## config.mk

```make
export PLATFORM = sky130hd
export DESIGN_NAME = nsc_parser
export DESIGN_NICKNAME = d
export VERILOG_FILES = /design/src/sv/nsc_pkg.sv /design/src/sv/nsc_parser.sv
export SDC_FILE = /design/constraint.sdc
export NUM_CORES = 1
export LEC_CHECK = 0
export BUFFER_PORTS_ARGS = -buffer_cell sky130_fd_sc_hd__buf_2
export CAP_MARGIN = 20
export CORE_AREA = 2 2 73 75
export CTS_CLUSTER_SIZE = 28
export DETAILED_ROUTE_END_ITERATION = 10
export DIE_AREA = 0 0 75 77
export PLACE_DENSITY = 0.72
export SETUP_SLACK_MARGIN = 0.02
export SYNTH_ARGS = -nofsm -noshare
export SYNTH_HDL_FRONTEND = slang
export SYNTH_SLANG_ARGS = --single-unit
```

## constraint.sdc

```tcl
create_clock -name clock -period 3 [get_ports clock]
set_clock_uncertainty 0.15 [all_clocks]
set_input_delay 0 -clock clock [delete_from_list [all_inputs] [get_ports clock]]
set_output_delay 0 -clock clock [all_outputs]
set_load 0.03 [all_outputs]
```

## src/sv/nsc_pkg.sv

```systemverilog
// ============================================================================
// NMEA sentence checker package
// Shared types, character codes and a helper function.
// ============================================================================
`default_nettype none

package nsc_pkg;

   localparam logic [7:0] CHAR_DOLLAR = 8'h24;
   localparam logic [7:0] CHAR_STAR   = 8'h2A;
   localparam logic [7:0] CHAR_COMMA  = 8'h2C;
   localparam logic [7:0] CHAR_CR     = 8'h0D;
   localparam logic [7:0] CHAR_LF     = 8'h0A;
   localparam logic [7:0] CHAR_0      = 8'd48;
   localparam logic [7:0] CHAR_9      = 8'd57;
   localparam logic [7:0] CHAR_A      = 8'd65;
   localparam logic [7:0] CHAR_F      = 8'd70;
   localparam logic [7:0] HEX_A_BIAS  = 8'd55;

   localparam int unsigned HDR_LEN   = 5;
   localparam int unsigned HDR_COUNT = 3;

   localparam logic [2:0] POS_HDR_END = 3'd5;
   localparam logic [2:0] POS_KIND    = 3'd6;
   localparam logic [2:0] POS_MAX     = 3'd7;

   // Header names, character 0 at index 0
   localparam logic [HDR_COUNT-1:0][HDR_LEN-1:0][7:0] HDR_NAMES = '{
      '{"1", "C", "R", "C", "O"},   // OCRC1
      '{"C", "M", "R", "P", "G"},   // GPRMC
      '{"A", "G", "G", "P", "G"}    // GPGGA
   };

   typedef enum logic [1:0] {
      KIND_OTHER = 2'd0,
      KIND_GPGGA = 2'd1,
      KIND_GPRMC = 2'd2,
      KIND_OCRC1 = 2'd3
   } kind_type;

   typedef enum logic [1:0] {
      PH_IDLE = 2'd0,
      PH_BODY = 2'd1,
      PH_HEX1 = 2'd2,
      PH_HEX2 = 2'd3
   } phase_type;

   typedef struct packed {
      logic       sentence_ok;
      kind_type   sentence_kind;
      logic [7:0] computed_sum;
      logic [7:0] received_sum;
   } result_type;

   typedef struct packed {
      logic       valid;
      result_type result;
   } push_type;

   typedef struct packed {
      logic main_full;
      logic skid_full;
   } buf_status_type;

   // Upper-case hex digit value; anything else reads as zero
   function automatic logic [3:0] digit_value(input logic [7:0] c);
      logic [7:0] v;
      v = 8'd0;
      if (c >= CHAR_A && c <= CHAR_F) begin
         v = c - HEX_A_BIAS;
      end else if (c >= CHAR_0 && c <= CHAR_9) begin
         v = c - CHAR_0;
      end
      return v[3:0];
   endfunction

endpackage

`default_nettype wire

```

## src/sv/nsc_parser.sv

```systemverilog
// ============================================================================
// NMEA sentence parser stage
// Input register plus per-byte sentence state update and result formation.
// ============================================================================
`default_nettype none

module nsc_parser import nsc_pkg::*; (
   input  wire logic           clock,
   input  wire logic           reset,
   input  wire logic           req_valid,
   input  wire logic [7:0]     req_in_byte,
   output logic                req_stall,
   input  wire buf_status_type buf_status,
   output push_type            push
);

   logic       in_valid_ff, in_valid_in;
   logic [7:0] in_byte_ff;
   logic       advance;
   logic       take;

   phase_type  phase_ff, phase_in;
   logic [2:0] pos_ff, pos_in;
   logic [7:0] xor_ff, xor_in;
   logic [2:0] match_ff, match_in;
   logic [7:0] hex_ff, hex_in;

   logic       eol;
   logic [7:0] rx;
   kind_type   kind_now;

   // Hold the byte while the result buffer has no room
   assign advance   = in_valid_ff && !buf_status.skid_full;
   assign req_stall = in_valid_ff && buf_status.skid_full;
   assign take      = req_valid && !req_stall;
   assign in_valid_in = take || (in_valid_ff && !advance);

   always_ff @(posedge clock) begin
      if (reset) begin
         in_valid_ff <= 1'b0;
      end else begin
         in_valid_ff <= in_valid_in;
      end
   end

   always_ff @(posedge clock) begin
      if (take) begin
         in_byte_ff <= req_in_byte;
      end
   end

   always_ff @(posedge clock) begin
      if (reset) begin
         phase_ff <= PH_IDLE;
         pos_ff   <= 3'd0;
         xor_ff   <= 8'd0;
         match_ff <= '1;
         hex_ff   <= 8'd0;
      end else begin
         phase_ff <= phase_in;
         pos_ff   <= pos_in;
         xor_ff   <= xor_in;
         match_ff <= match_in;
         hex_ff   <= hex_in;
      end
   end

   assign eol = (in_byte_ff == CHAR_CR) || (in_byte_ff == CHAR_LF);

   always_comb begin
      kind_now = KIND_OTHER;
      if (pos_ff >= POS_KIND) begin
         if (match_ff[0]) begin
            kind_now = KIND_GPGGA;
         end else if (match_ff[1]) begin
            kind_now = KIND_GPRMC;
         end else if (match_ff[2]) begin
            kind_now = KIND_OCRC1;
         end
      end
   end

   always_comb begin
      phase_in = phase_ff;
      pos_in   = pos_ff;
      xor_in   = xor_ff;
      match_in = match_ff;
      hex_in   = hex_ff;
      rx       = 8'd0;
      push.valid                = 1'b0;
      push.result.sentence_ok   = 1'b0;
      push.result.sentence_kind = kind_now;
      push.result.computed_sum  = xor_ff;
      push.result.received_sum  = 8'd0;
      if (advance) begin
         unique case (phase_ff)
            PH_IDLE: begin
               if (in_byte_ff == CHAR_DOLLAR) begin
                  phase_in = PH_BODY;
                  pos_in   = 3'd0;
                  xor_in   = 8'd0;
                  match_in = '1;
                  hex_in   = 8'd0;
               end
            end
            PH_BODY: begin
               if (eol) begin
                  // no star: report as invalid
                  push.valid = 1'b1;
                  phase_in   = PH_IDLE;
               end else if (in_byte_ff == CHAR_STAR && pos_ff >= POS_HDR_END) begin
                  phase_in = PH_HEX1;
               end else begin
                  xor_in = xor_ff ^ in_byte_ff;
                  if (pos_ff < POS_HDR_END) begin
                     for (int k = 0; k < HDR_COUNT; k++) begin
                        if (HDR_NAMES[k][pos_ff] != in_byte_ff) begin
                           match_in[k] = 1'b0;
                        end
                     end
                  end else if (pos_ff == POS_HDR_END && in_byte_ff != CHAR_COMMA) begin
                     match_in = '0;
                  end
                  if (pos_ff < POS_MAX) begin
                     pos_in = pos_ff + 3'd1;
                  end
               end
            end
            PH_HEX1: begin
               if (eol) begin
                  push.valid              = 1'b1;
                  push.result.sentence_ok = (xor_ff == 8'd0);
                  phase_in                = PH_IDLE;
               end else begin
                  hex_in   = {digit_value(in_byte_ff), 4'd0};
                  phase_in = PH_HEX2;
               end
            end
            PH_HEX2: begin
               rx = eol ? hex_ff : (hex_ff | {4'd0, digit_value(in_byte_ff)});
               push.valid               = 1'b1;
               push.result.sentence_ok  = (xor_ff == rx);
               push.result.received_sum = rx;
               phase_in                 = PH_IDLE;
            end
            default: begin
               phase_in = PH_IDLE;
            end
         endcase
      end
   end

endmodule

`default_nettype wire

```

# [After elaboration in Yosys (flattened, before gate mapping)]
# Memory sizes are Yosys's and may differ from the RTL's. A register that Yosys moved wholly into a read port is not among the register bits.
# Index checks and enable logic that the tools add are counted.
[totals] reg_bits=33 latchBits=0 mem_bits_rw=0 mem_bits_ro=192 in_bits=13 wordCells=123 n_memories=3
[mem_list] name="(no name shown)" depth=8 width=8 read_ports=1 rd_ports_with_merged_regs=1 wr=0 line_no="nsc_parser.sv:117" text="if (HDR_NAMES[k][pos_ff] != in_byte_ff) begin"
[mem_list] name="(no name shown)" depth=8 width=8 read_ports=1 rd_ports_with_merged_regs=1 wr=0 line_no="nsc_parser.sv:117"
[mem_list] name="(no name shown)" depth=8 width=8 read_ports=1 rd_ports_with_merged_regs=1 wr=0 line_no="nsc_parser.sv:117"
[classes] add_sub_neg=3 mul=0 n_div=0 magnitude_cmp=9 eq_ne=23 shift=0 muxes=50 n_bitwise=2 reduce_logical=24
[ops] operator="$mux W8" count=10
[ops] operator="$mux W3" count=15
[ops] operator="$pmux W8 S2" count=2
[ops] operator="$ne A8 B8 Y1" count=3
[ops] operator="$reduce_and A7 Y1" count=3
[ops] operator="$mux W2" count=10
[ops] operator="$eq A8 B4 Y1 const B" count=2
[ops] operator="$eq A8 B6 Y1 const B" count=2
[ops] operator="$mux W4" count=4
[ops] operator="$ne A3 B3 Y1 const B" count=5
[ops] operator="$pmux W3 S2" count=2
[ops] operator="$ne A2 B2 Y1 const B" count=5
[ops] operator="$eq A8 B8 Y1" count=1
[ops] operator="$ge A8 B6 Y1 const B" count=1
[ops] operator="$ge A8 B7 Y1 const B" count=1
[ops] operator="$le A8 B6 Y1 const B" count=1
[ops] operator="$le A8 B7 Y1 const B" count=1
[ops] operator="$logic_and A1 B1 Y1" count=8
[ops] operator="$logic_not A8 Y1" count=1
[ops] operator="$ne A8 B6 Y1 const B" count=1
[ops] operator="$or A8 B4 Y8" count=1
[ops] operator="$pmux W2 S4" count=1
[ops] operator="$xor A8 B8 Y8" count=1
[ops] operator="$ge A3 B3 Y1 const B" count=2
[ops] operator="19 further kinds" count=28

# [Longest topological paths before layout]
# Gate-level depths: netlist (run 1).
[logic_depth] ltp_word=11 mapped_depth=12 ltp_nobuf=10

# [Least setup slack after synthesis (run 1)]
# Ideal clock, no wire load.
[synth_timing] kind="flip-flop to flip-flop" start="reg in_byte_ff[1]" end="reg with a tool-made name" setup_ns=0.115 arrival_time_ns=2.515 t_required_ns=2.735 slack_ns=0.220 path_stages_with_launch=12 path_buffers=2 period_less_slack_ns=2.780 cell_sequence="edfxtp_1 > clkbuf_1 > inv_1 > ha_1 > mux2i_4 > o22ai_2 > a311oi_2 > buf_6 > a211oi_2 > a31o_4 > ha_1 > and3_1"
[synth_rtl] element="start: declaration" line_no="nsc_parser.sv:18" text="logic [7:0] in_byte_ff;"
[synth_rtl] element="start signal: assignment" line_no="nsc_parser.sv:48" text="in_byte_ff <= req_in_byte;"

==> summary.md, run 1 <==
| Metric | Value |
|---|---|
| Crit start category | flip-flop |
| Cell family with most CP delay | compound AO/OA/AOI/OAI gates |
| CP cell instances | inv_2 > ha_2 > o21bai_1 > a2111oi_4 > nand2_1 > and3_1 > a2111oi_2 > a31o_1 > clkbuf_4 |
| Reg2reg setup slack | 0.25 ns |
| Core Region | 4980 sq um |
| # setup viols final | 0 |
| GP Congestion | 0.900 |
| Clock transition at the registers of the reported paths | 0.09 ns |
| Syn_nets | 289 |
| Final #Nets | 341 |
| Sequential fraction of the synthesis area | 0.379 |
| Worst min-delay path class | in2reg |
| First-pass GRT wire length | 8890 um |
| Post-synth ARST share | 0 |
| H-tree depth | 2 |
| Fmax | 0.346 GHz |
| GRT Residual Overflow | 0 |
| Ant. Diodes | 0 |
| All-Layer GR Usage | 0.200 |
| DR iter-0 viols | 106 |
| WL final | 5460 um |
| Met3 Resource Use GR | 0.0447 |
| Synth Cell Area | 2430 sq um |
| Commonest cells after routing, fill and taps aside | dfxtp_1, buf_2, nor2_1, nand2_1, buf_4 |
| Pleak | 1.18 nW |
| Slew HR | 0.404 |
| Crit. End Element | output port |
| Port bufs | 32 |
| Mean post-synth cell area | 9.09 sq um |
| GR Util met2 | 0.336 |
| Buf+Inv Stages, Crit Path | 2 |
| Status | finished, final reports clean |
| Worst-Skew Late Latency | 0.31 ns |
| Critical path fanouts, max | 4 |
| Vias in the first global route | 1950 |
| Worst Path Class, Setup | reg2out |
| Detailed-route DRC error count | 0 |
| Slowest cell on crit path | edfxtp_1 |
| Final slew viol count | 0 |
| Area Growth Syn to Fin | 22.0% |
| Crit share post-route | 0.965 |
| Critical Path Max Stage Delay | 0.48 ns |
| Largest net degree at the start of global routing | 17 |
| IO Pins | 34 |
| CTS tree | built |
| Die ar. | 5780 sq um |
| Initial core utilization | 0.488 |
| PD cells | 375 nW/um^2 |
| TritonCTS Sinks | 42 |
| WL/cell | 14.0 um |
| Gate Count Post-Synth | 267 |
| Post-Layout Inst Area | 2960 sq um |
| Drt first pass iters | 4 |
| Seq cells post-synth | 42 |
| Root buf cell | clkbuf_8 |
| Number of max-cap violations | 0 |
| Pwr Total | 1.11 mW |
| Share of layout cells above drive strength 1 | 0.238 |
| Hold Fails Final Rpt | 0 |
| Vias/cell | 5.25 |
| Placed Instance Area | 2650 sq um |
| Cell row count | 26 |
| Slew of the pin with the lowest slew margin | 0.892 ns |
| Synth Warn # | 0 |
| Die Width | 75 um |
| CP arrival | 2.74 ns |
| Routed via count | 2048 |
| Peak VDD IR | 0.349 mV |
| CTS Buffer Depth | 2 |
| Remaining antenna violation count | 0 |
| CP Data Required Time | 2.85 ns |
| Top_reg_cell synth | dfxtp_1 |
| Distinct cells, synth | 56 |
| EDFF count, synth | 8 |
| Met1 Resource Use GR | 0.241 |
| Initial antenna violation count | 0 |
| Minimum clock period | 2.89 ns |
| HPWL after detailed placement | 4000 um |
| Die Height | 77 um |
| Commonest non-fill, non-tap cell in the layout | dfxtp_1 |
| Total CTS buffers | 5 |
| Busiest grt layer | met2 |
[metrics by stage]
stage | hold slack, ns | setup slack (ns) | std cells | utilization | setup TNS [ns]
2_1_floorplan | -0.0511 | 0.220 | 267 | - | 0
5_1_grt | 0.258 | -0.0122 | 390 | 0.595 | -0.0122
6_report | 0.245 | 0.106 | 390 | 0.595 | 0
3_3_place_gp | 0.0260 | 0.305 | 363 | 0.531 | 0
3_5_place_dp | 0.0283 | 0.181 | 363 | 0.531 | 0
4_1_cts | 0.236 | 0.0453 | 384 | 0.579 | 0
[what timing repair did]
| action | 4_1_cts | 5_1_grt |
|---|---|---|
| hold buffers | 13 | 0 |
| hold endpoints to repair | 16 | 0 |
| setup endpoints to repair | 1 | 5 |
| resized for setup | 1 | 9 |
| pin swaps | 1 | 3 |
| setup buffers | 0 | 6 |
[final cells by class]
cell class,count,area (sq um)
clock buffer,5,68.8
tap,70,87.6
clock inverter,3,28.8
sequential,42,921
inverter,13,48.8
fill,459,2020
multi-input combinational,197,1400
timing repair buffer,60,405
[cell usage after synthesis, types with 2 or more instances]
cell type / n / share of area
buf_2: 6 / 0.012
clkbuf_1: 4 / 0.0062
ha_1: 9 / 0.046
xnor2_1: 12 / 0.043
a32oi_1: 2 / 0.0072
a21o_1: 4 / 0.012
nor4_1: 3 / 0.0077
nor3_1: 9 / 0.019
and2_1: 10 / 0.026
nor2b_1: 4 / 0.010
inv_1: 11 / 0.017
a21oi_1: 9 / 0.019
nor4_2: 2 / 0.010
nor3_2: 2 / 0.0082
nand2_1: 25 / 0.039
nand2b_1: 7 / 0.018
edfxtp_1: 8 / 0.099
xor2_1: 13 / 0.047
and3_1: 9 / 0.023
o21ai_0: 12 / 0.025
nand3_1: 5 / 0.010
nand4_1: 4 / 0.010
a22oi_1: 2 / 0.0062
nor2_1: 25 / 0.039
dfxtp_1: 34 / 0.28
a211oi_2: 2 / 0.010
nor3b_1: 2 / 0.0062
buf_6: 4 / 0.019
[worst paths after layout]
path / startpoint / end / depth (start not counted)
setup / recovery: in_byte_ff[0] / push[18] / 9
hold / removal: req_in_byte[6] / in_byte_ff[6] / 2
setup reg to reg: in_byte_ff[0] / flip-flop / 9
hold reg to reg: hex_ff[7] / hex_ff[7] / 2
[power breakdown]
part / internal, mW / leakage, nW / switching [mW]
logic: 0.0540 / 0.780 / 0.0571
registers: 0.583 / 0.352 / 0.0132
clock network: 0.174 / 0.0506 / 0.230
[cell families (layout without fill, tap and decap cells)]
kind of cell,count (synthesis),count (layout),synth area share
and+or+nand+nor,111,111,0.246
AOI/OAI and AO/OA,51,51,0.168
DFF,42,42,0.379
buffers and inverters,28,81,0.0603
xor gates and xnor gates,25,25,0.0902
adders and majority gates,9,9,0.0464
muxes,1,1,0.00928
[routing by layer]
| metal | wire [um] | part of all wire |
|---|---|---|
| met1 | 2450 | 0.45 |
| met2 | 2720 | 0.50 |
| met3 | 193 | 0.035 |
| met4 | 99 | 0.018 |
| met5 | 0 | 0 |
No activity file was read; power rests on OpenSTA's default activity.
==> run 2: changes to the inputs <==
CORE_AREA = 2 2 72 74   (was 2 2 73 75)
DIE_AREA = 0 0 74 76   (was 0 0 75 77)
PLACE_DENSITY = 0.74   (was 0.72)
==> run 2 against run 1 <==
Against the previous run:
- routed wire length increased by 5.4%
- highest routed layer unchanged
- final area down 1.7%
- total power shrank 3.9%
- clock power decreased by 10%
- critical endpoint unchanged
- count of clock-buffer cells in the layout is 1 higher
- sequential power about the same
- global-route usage increased by 1.8 points
- register-to-register slack got worse by 0.06 ns
- cell count fell by 1.0%
- largest power group unchanged
- setup slack better by 0.045 ns
- flip-flop and latch count did not move
==> summary.md, run 2 (same netlist as run 1, synthesis figures left out) <==
| Metric | Value |
|---|---|
| Die Height | 76 um (-1.3%) |
| Crit share post-route | 0.950 (-0.0150) |
| Peak VDD IR | 0.209 mV (-40%) |
| Hold Path Origin | req_in_byte[5] |
| Reg2reg setup slack | 0.19 ns (-0.06 ns) |
| Cell row count | 26 (unchanged) |
| Final slew viol count | 0 (unchanged) |
| Layout Cells excl Fill | 386 (-1.0%) |
| R2r worst-path depth | 9 (unchanged) |
| WL final | 5760 um (+5.4%) |
| Die ar. | 5620 sq um (-2.6%) |
| Worst hold stages | 2 (unchanged) |
| Sequential fraction of design power | 0.557 (+0.020) |
| Pre-CTS setup slack | 0.208 ns (+0.0267 ns) |
| Total CTS buffers | 5 (unchanged) |
| TritonCTS Sinks | 42 (unchanged) |
| Fmax | 0.351 GHz (+1.6%) |
| Remaining antenna violation count | 0 (unchanged) |
| Port bufs | 32 (unchanged) |
| Slowest cell on crit path | edfxtp_1 |
| Final setup margin | 0.151 ns (+0.0451 ns) |
| First-pass GRT wire length | 9430 um (+6.1%) |
| Root buf cell | clkbuf_8 |
| IO Pins | 34 (unchanged) |
| Worst-Skew Late Latency | 0.30 ns (about the same) |
| Initial antenna violation count | 0 (unchanged) |
| WL/cell | 14.9 um (+6.5%) |
| Core Region | 4910 sq um (-1.3%) |
| CP cell instances | buf_4 > o21bai_2 > a2111oi_4 > nand2_1 > and3_1 > a2111oi_1 > a31o_1 > buf_2 |
| All-Layer GR Usage | 0.218 (+0.0182) |
| Switching pwr | 0.269 mW (-10%) |
| Number of max-cap violations | 0 (unchanged) |
| Crit start category | flip-flop |
| # setup viols final | 0 (unchanged) |
| H-tree depth | 2 (unchanged) |
| Hold Fails Final Rpt | 0 (unchanged) |
| PD cells | 367 nW/um^2 (-2.3%) |
| Ant. Diodes | 0 (unchanged) |
| CTS Buffer Depth | 2 (unchanged) |
| Drt first pass iters | 4 (unchanged) |
| HPWL after detailed placement | 4130 um (+3.3%) |
| Critical path fanouts, max | 8 (+4) |
| Share of layout cells above drive strength 1 | 0.228 (-0.00965) |
| CP Data Required Time | 2.85 ns (about the same) |
| Int Pwr | 0.799 mW (-1.5%) |
| Status | finished, final reports clean |
| Slew of the pin with the lowest slew margin | 0.936 ns (+0.0443 ns) |
| Initial core utilization | 0.494 (+0.00646) |
| Commonest cells after routing, fill and taps aside | dfxtp_1, buf_2, nor2_1, nand2_1 |
| Detailed-route DRC error count | 0 (unchanged) |
| Worst Path Class, Setup | reg2out |
| Vias in the first global route | 2021 (+3.6%) |
| Sw Share | 0.252 (-0.0184) |
| Buf+Inv Stages, Crit Path | 2 (unchanged) |
| CP arrival | 2.70 ns (-0.04 ns) |
| Commonest non-fill, non-tap cell in the layout | dfxtp_1 |
| Critical Path Max Stage Delay | 0.50 ns (+0.02 ns) |
| GP Congestion | 0.930 (+3.3%) |
| Vias/cell | 5.43 (+3.4%) |
| Area Growth Syn to Fin | 19.9% |
| RSZ-0062 raised after global routing | no |
| Worst R2R Start | pos_ff[1] |
| Clock share of power | 0.339 (-0.025) |
| DR iter-0 viols | 76 (-28%) |
| Crit. End Element | output port |
| Minimum clock period | 2.85 ns (-0.0451 ns) |
| Slew HR | 0.374 (-0.0296) |
| GRT Residual Overflow | 0 (unchanged) |
| Combinational share of power | 0.104 (+0.004) |
| Largest net degree at the start of global routing | 14 (-3) |
| Post-Place Cells | 364 (+0.28%) |
| Clock transition at the registers of the reported paths | 0.08 ns (about the same) |
| Post-layout util | 0.592 (-0.00231) |
| Routed via count | 2096 (+2.3%) |
| Setup TNS | 0 ns (unchanged) |
| CTS tree | built |
| Die Width | 74 um (-1.3%) |
| Pleak | 1.16 nW (-1.6%) |
| Cell family with most CP delay | compound AO/OA/AOI/OAI gates |
| Hold endpoint | in_byte_ff[5] |
| Worst min-delay path class | in2reg |
| Final #Nets | 337 (-1.2%) |
run 2: worst max-delay path by stage:
stage                  start         to  depth (start not counted)
2_1_floorplan  in_byte_ff[1]  flip-flop                         11
3_3_place_gp       pos_ff[1]  flip-flop                          9
3_5_place_dp       pos_ff[1]  flip-flop                          9
4_1_cts        in_byte_ff[0]   push[18]                          9
5_1_grt        in_byte_ff[4]   push[18]                          7
6_report       in_byte_ff[2]   push[18]                          8
run 2: power by group through the flow:
stage          Clock, mW  Sequential, mW  Combinational, mW
5_1_grt            0.396           0.596              0.122
3_5_place_dp           0           0.608             0.0914
2_1_floorplan          0           0.600             0.0711
3_3_place_gp           0           0.608             0.0894
4_1_cts            0.372           0.595              0.105
6_report           0.362           0.595              0.111
run 2: final cells by class:
class,count,area (sq um)
Fill cell,427,2000
Multi-Input combinational cell,197,1390
Sequential cell,42,921
Timing Repair Buffer,56,373
Tap cell,70,87.6
Clock buffer,6,72.6
Inverter,13,48.8
Clock inverter,2,13.8
run 2: through the flow:
stage | hold WS (ns) | power (mW) | instance area [sq um]
4_1_cts | 0.247 | 1.07 | 2870
3_5_place_dp | 0.0286 | 0.700 | 2650
6_report | 0.260 | 1.07 | 2910
3_3_place_gp | 0.0272 | 0.697 | 2650
2_1_floorplan | -0.0511 | 0.671 | 2430
5_1_grt | 0.247 | 1.11 | 2910
run 2: repair_timing:
item,4_1_cts,5_1_grt
buffers inserted,0,1
endpoints found under the hold margin,15,0
endpoints found under the setup margin,0,1
gates resized for setup,0,8
hold buffers,13,0
run 2: worst reg2reg max path, cell delays in order (launching register included):
cell	delay [ns]
dfxtp_1	0.45
inv_1	0.11
ha_1	0.21
nor3_1	0.21
o22ai_2	0.13
a311oi_2	0.56
a211oi_2	0.17
a31o_4	0.27
ha_1	0.30
nand2b_1	0.15
run 2: metal layers:
layer  routed length, um  track usage
met3                 292       0.0437
met1                2360        0.260
met4                 102       0.0927
met5                   0            0
met2                3000        0.371
==> run 3: changes to the inputs <==
CORE_AREA = 2 2 80 82   (was 2 2 72 74)
DIE_AREA = 0 0 82 84   (was 0 0 74 76)
PLACE_DENSITY = 0.66   (was 0.74)
SLEW_MARGIN = 5   (was default)
==> run 3 against run 2 <==
Against the previous run:
- register-to-register slack improved by 0.04 ns
- sequential power barely moved
- cell count increased by 1.8%
- total power fell by 0.73%
- count of clock-buffer cells in the layout did not move
- hold slack barely moved
- flip-flop and latch count unchanged
- maximum frequency up 0.58%
- via count fell by 3.4%
- final area down 0.21%
- critical path type unchanged
- largest cell class unchanged
==> summary.md, run 3 (same netlist as run 1, synthesis figures left out) <==
| Metric | Value |
|---|---|
| Crit share post-route | 0.944 (-0.00543) |
| Share of layout cells above drive strength 1 | 0.222 (-0.00633) |
| Crit. End Element | output port |
| Worst-Skew Late Latency | 0.30 ns (about the same) |
| Core Region | 6100 sq um (+24%) |
| CTS Buffer Depth | 2 (unchanged) |
| Hold Fails Final Rpt | 0 (unchanged) |
| Pleak | 1.15 nW (-0.88%) |
| Pre-CTS setup slack | 0.264 ns (+0.0565 ns) |
| Root buf cell | clkbuf_8 |
| All-Layer GR Usage | 0.168 (-0.0497) |
| CP cell instances | inv_1 > ha_2 > o21bai_1 > a2111oi_4 > nand2_1 > and3_1 > a2111oi_2 > a31o_1 > clkbuf_4 |
| Slew HR | 0.441 (+0.0669) |
| Post-Layout Inst Area | 2900 sq um (-0.21%) |
| Slowest cell on crit path | a2111oi_4 |
| Fmax | 0.353 GHz (+0.58%) |
| PD cells | 365 nW/um^2 (-0.51%) |
| Post-Place Cells | 370 (+1.6%) |
| Initial core utilization | 0.398 (-0.0959) |
| # setup viols final | 0 (unchanged) |
| Placed Instance Area | 2650 sq um (about the same) |
| Drt first pass iters | 4 (unchanged) |
| Worst Path Class, Setup | reg2out |
| Fill count | 611 (+43%) |
| Total CTS buffers | 5 (unchanged) |
| R2r worst-path depth | 9 (unchanged) |
| Commonest non-fill, non-tap cell in the layout | dfxtp_1 |
| First-pass GRT wire length | 8830 um (-6.4%) |
| GP Congestion | 0.820 (-12%) |
| IO Pins | 34 (unchanged) |
| Detailed-route DRC error count | 0 (unchanged) |
| Minimum clock period | 2.83 ns (-0.0163 ns) |
| Die ar. | 6890 sq um (+22%) |
| WL final | 5410 um (-6.1%) |
| Die Height | 84 um (+11%) |
| Largest net degree at the start of global routing | 14 (unchanged) |
| TritonCTS Sinks | 42 (unchanged) |
| Routed via count | 2024 (-3.4%) |
| DR iter-0 viols | 90 (+18%) |
| Status | finished, final reports clean |
| Critical Path Max Stage Delay | 0.47 ns (-0.03 ns) |
| Final #Nets | 337 (unchanged) |
| Number of max-cap violations | 0 (unchanged) |
| Area Growth Syn to Fin | 19.6% |
| Layout Cells excl Fill | 393 (+1.8%) |
| Post-layout util | 0.476 (-0.116) |
| Die Width | 82 um (+11%) |
| Cell row count | 29 (+12%) |
| Final slew viol count | 0 (unchanged) |
| Worst min-delay path class | in2reg |
| H-tree depth | 2 (unchanged) |
| Critical path fanouts, max | 4 (-4) |
| Initial antenna violation count | 0 (unchanged) |
| Commonest cells after routing, fill and taps aside | dfxtp_1, buf_2, nor2_1, nand2_1 |
| CP Data Required Time | 2.85 ns (about the same) |
| Port bufs | 32 (unchanged) |
| WL/cell | 13.8 um (-7.8%) |
| Ant. Diodes | 0 (unchanged) |
| Vias/cell | 5.15 (-5.2%) |
| Slew of the pin with the lowest slew margin | 0.836 ns (-0.100 ns) |
| HPWL after detailed placement | 4080 um (-1.3%) |
| Final setup margin | 0.167 ns (+0.0163 ns) |
| Reg2reg setup slack | 0.23 ns (+0.04 ns) |
| Peak VDD IR | 0.334 mV (+60%) |
| CTS tree | built |
| Vias in the first global route | 1882 (-6.9%) |
| Remaining antenna violation count | 0 (unchanged) |
| CP arrival | 2.68 ns (-0.02 ns) |
| GRT Residual Overflow | 0 (unchanged) |
| Clock transition at the registers of the reported paths | 0.08 ns (about the same) |
| Worst hold stages | 2 (unchanged) |
| Crit start category | flip-flop |
-- run 3: per-layer routing --
layer | track usage | part of all wire | vias to the layer above
met5 | 0 | 0 | -
met4 | 0.0545 | 0.012 | 0
met3 | 0.0325 | 0.042 | 9
met2 | 0.289 | 0.49 | 46
met1 | 0.207 | 0.45 | 940
li1 | - | - | 1029
-- run 3: cell type report --
| type | count | area [sq um] | share of cell area |
|---|---|---|---|
| Timing Repair Buffer | 56 | 375 | 0.129 |
| Inverter | 13 | 48.8 | 0.0168 |
| Sequential cell | 42 | 921 | 0.317 |
| Tap cell | 77 | 96.3 | 0.0332 |
| Clock buffer | 6 | 72.6 | 0.0250 |
| Multi-Input combinational cell | 197 | 1380 | 0.474 |
| Clock inverter | 2 | 13.8 | 0.00474 |
-- run 3: repair_timing --
item,in CTS,in global routing
setup endpoints to repair,0,1
buffers inserted,0,2
resized for setup,0,7
hold buffers,13,0
hold endpoints to repair,16,0
-- run 3: power by group --
part | leakage (nW) | switching [mW] | total [mW] | internal (mW)
clock network | 0.0452 | 0.194 | 0.358 | 0.164
registers | 0.352 | 0.0139 | 0.597 | 0.583
logic | 0.757 | 0.0545 | 0.105 | 0.0507
-- run 3: worst paths after layout --
kind             startpoint       endpoint
max           in_byte_ff[1]       push[18]
min          req_in_byte[5]  in_byte_ff[5]
max reg2reg   in_byte_ff[1]      flip-flop
min reg2reg     match_ff[2]    match_ff[2]
-- run 3: critical path, delay by kind of cell (launching register included) --
family / cells / cell delay (ns)
compound gates: 4 / 1.11
fa+ha+maj: 1 / 0.22
buf+inv: 2 / 0.29
flops: 1 / 0.42
simple gates: 2 / 0.36
-- run 3: metrics by stage --
step | power [mW] | hold WS (ns) | setup TNS, ns
after global routing | 1.11 | 0.258 | -0.000824
after detailed placement | 0.698 | 0.0281 | 0
after floorplan | 0.671 | -0.0511 | 0
final | 1.06 | 0.260 | 0
after CTS | 1.07 | 0.250 | 0
after global placement | 0.697 | 0.0280 | 0
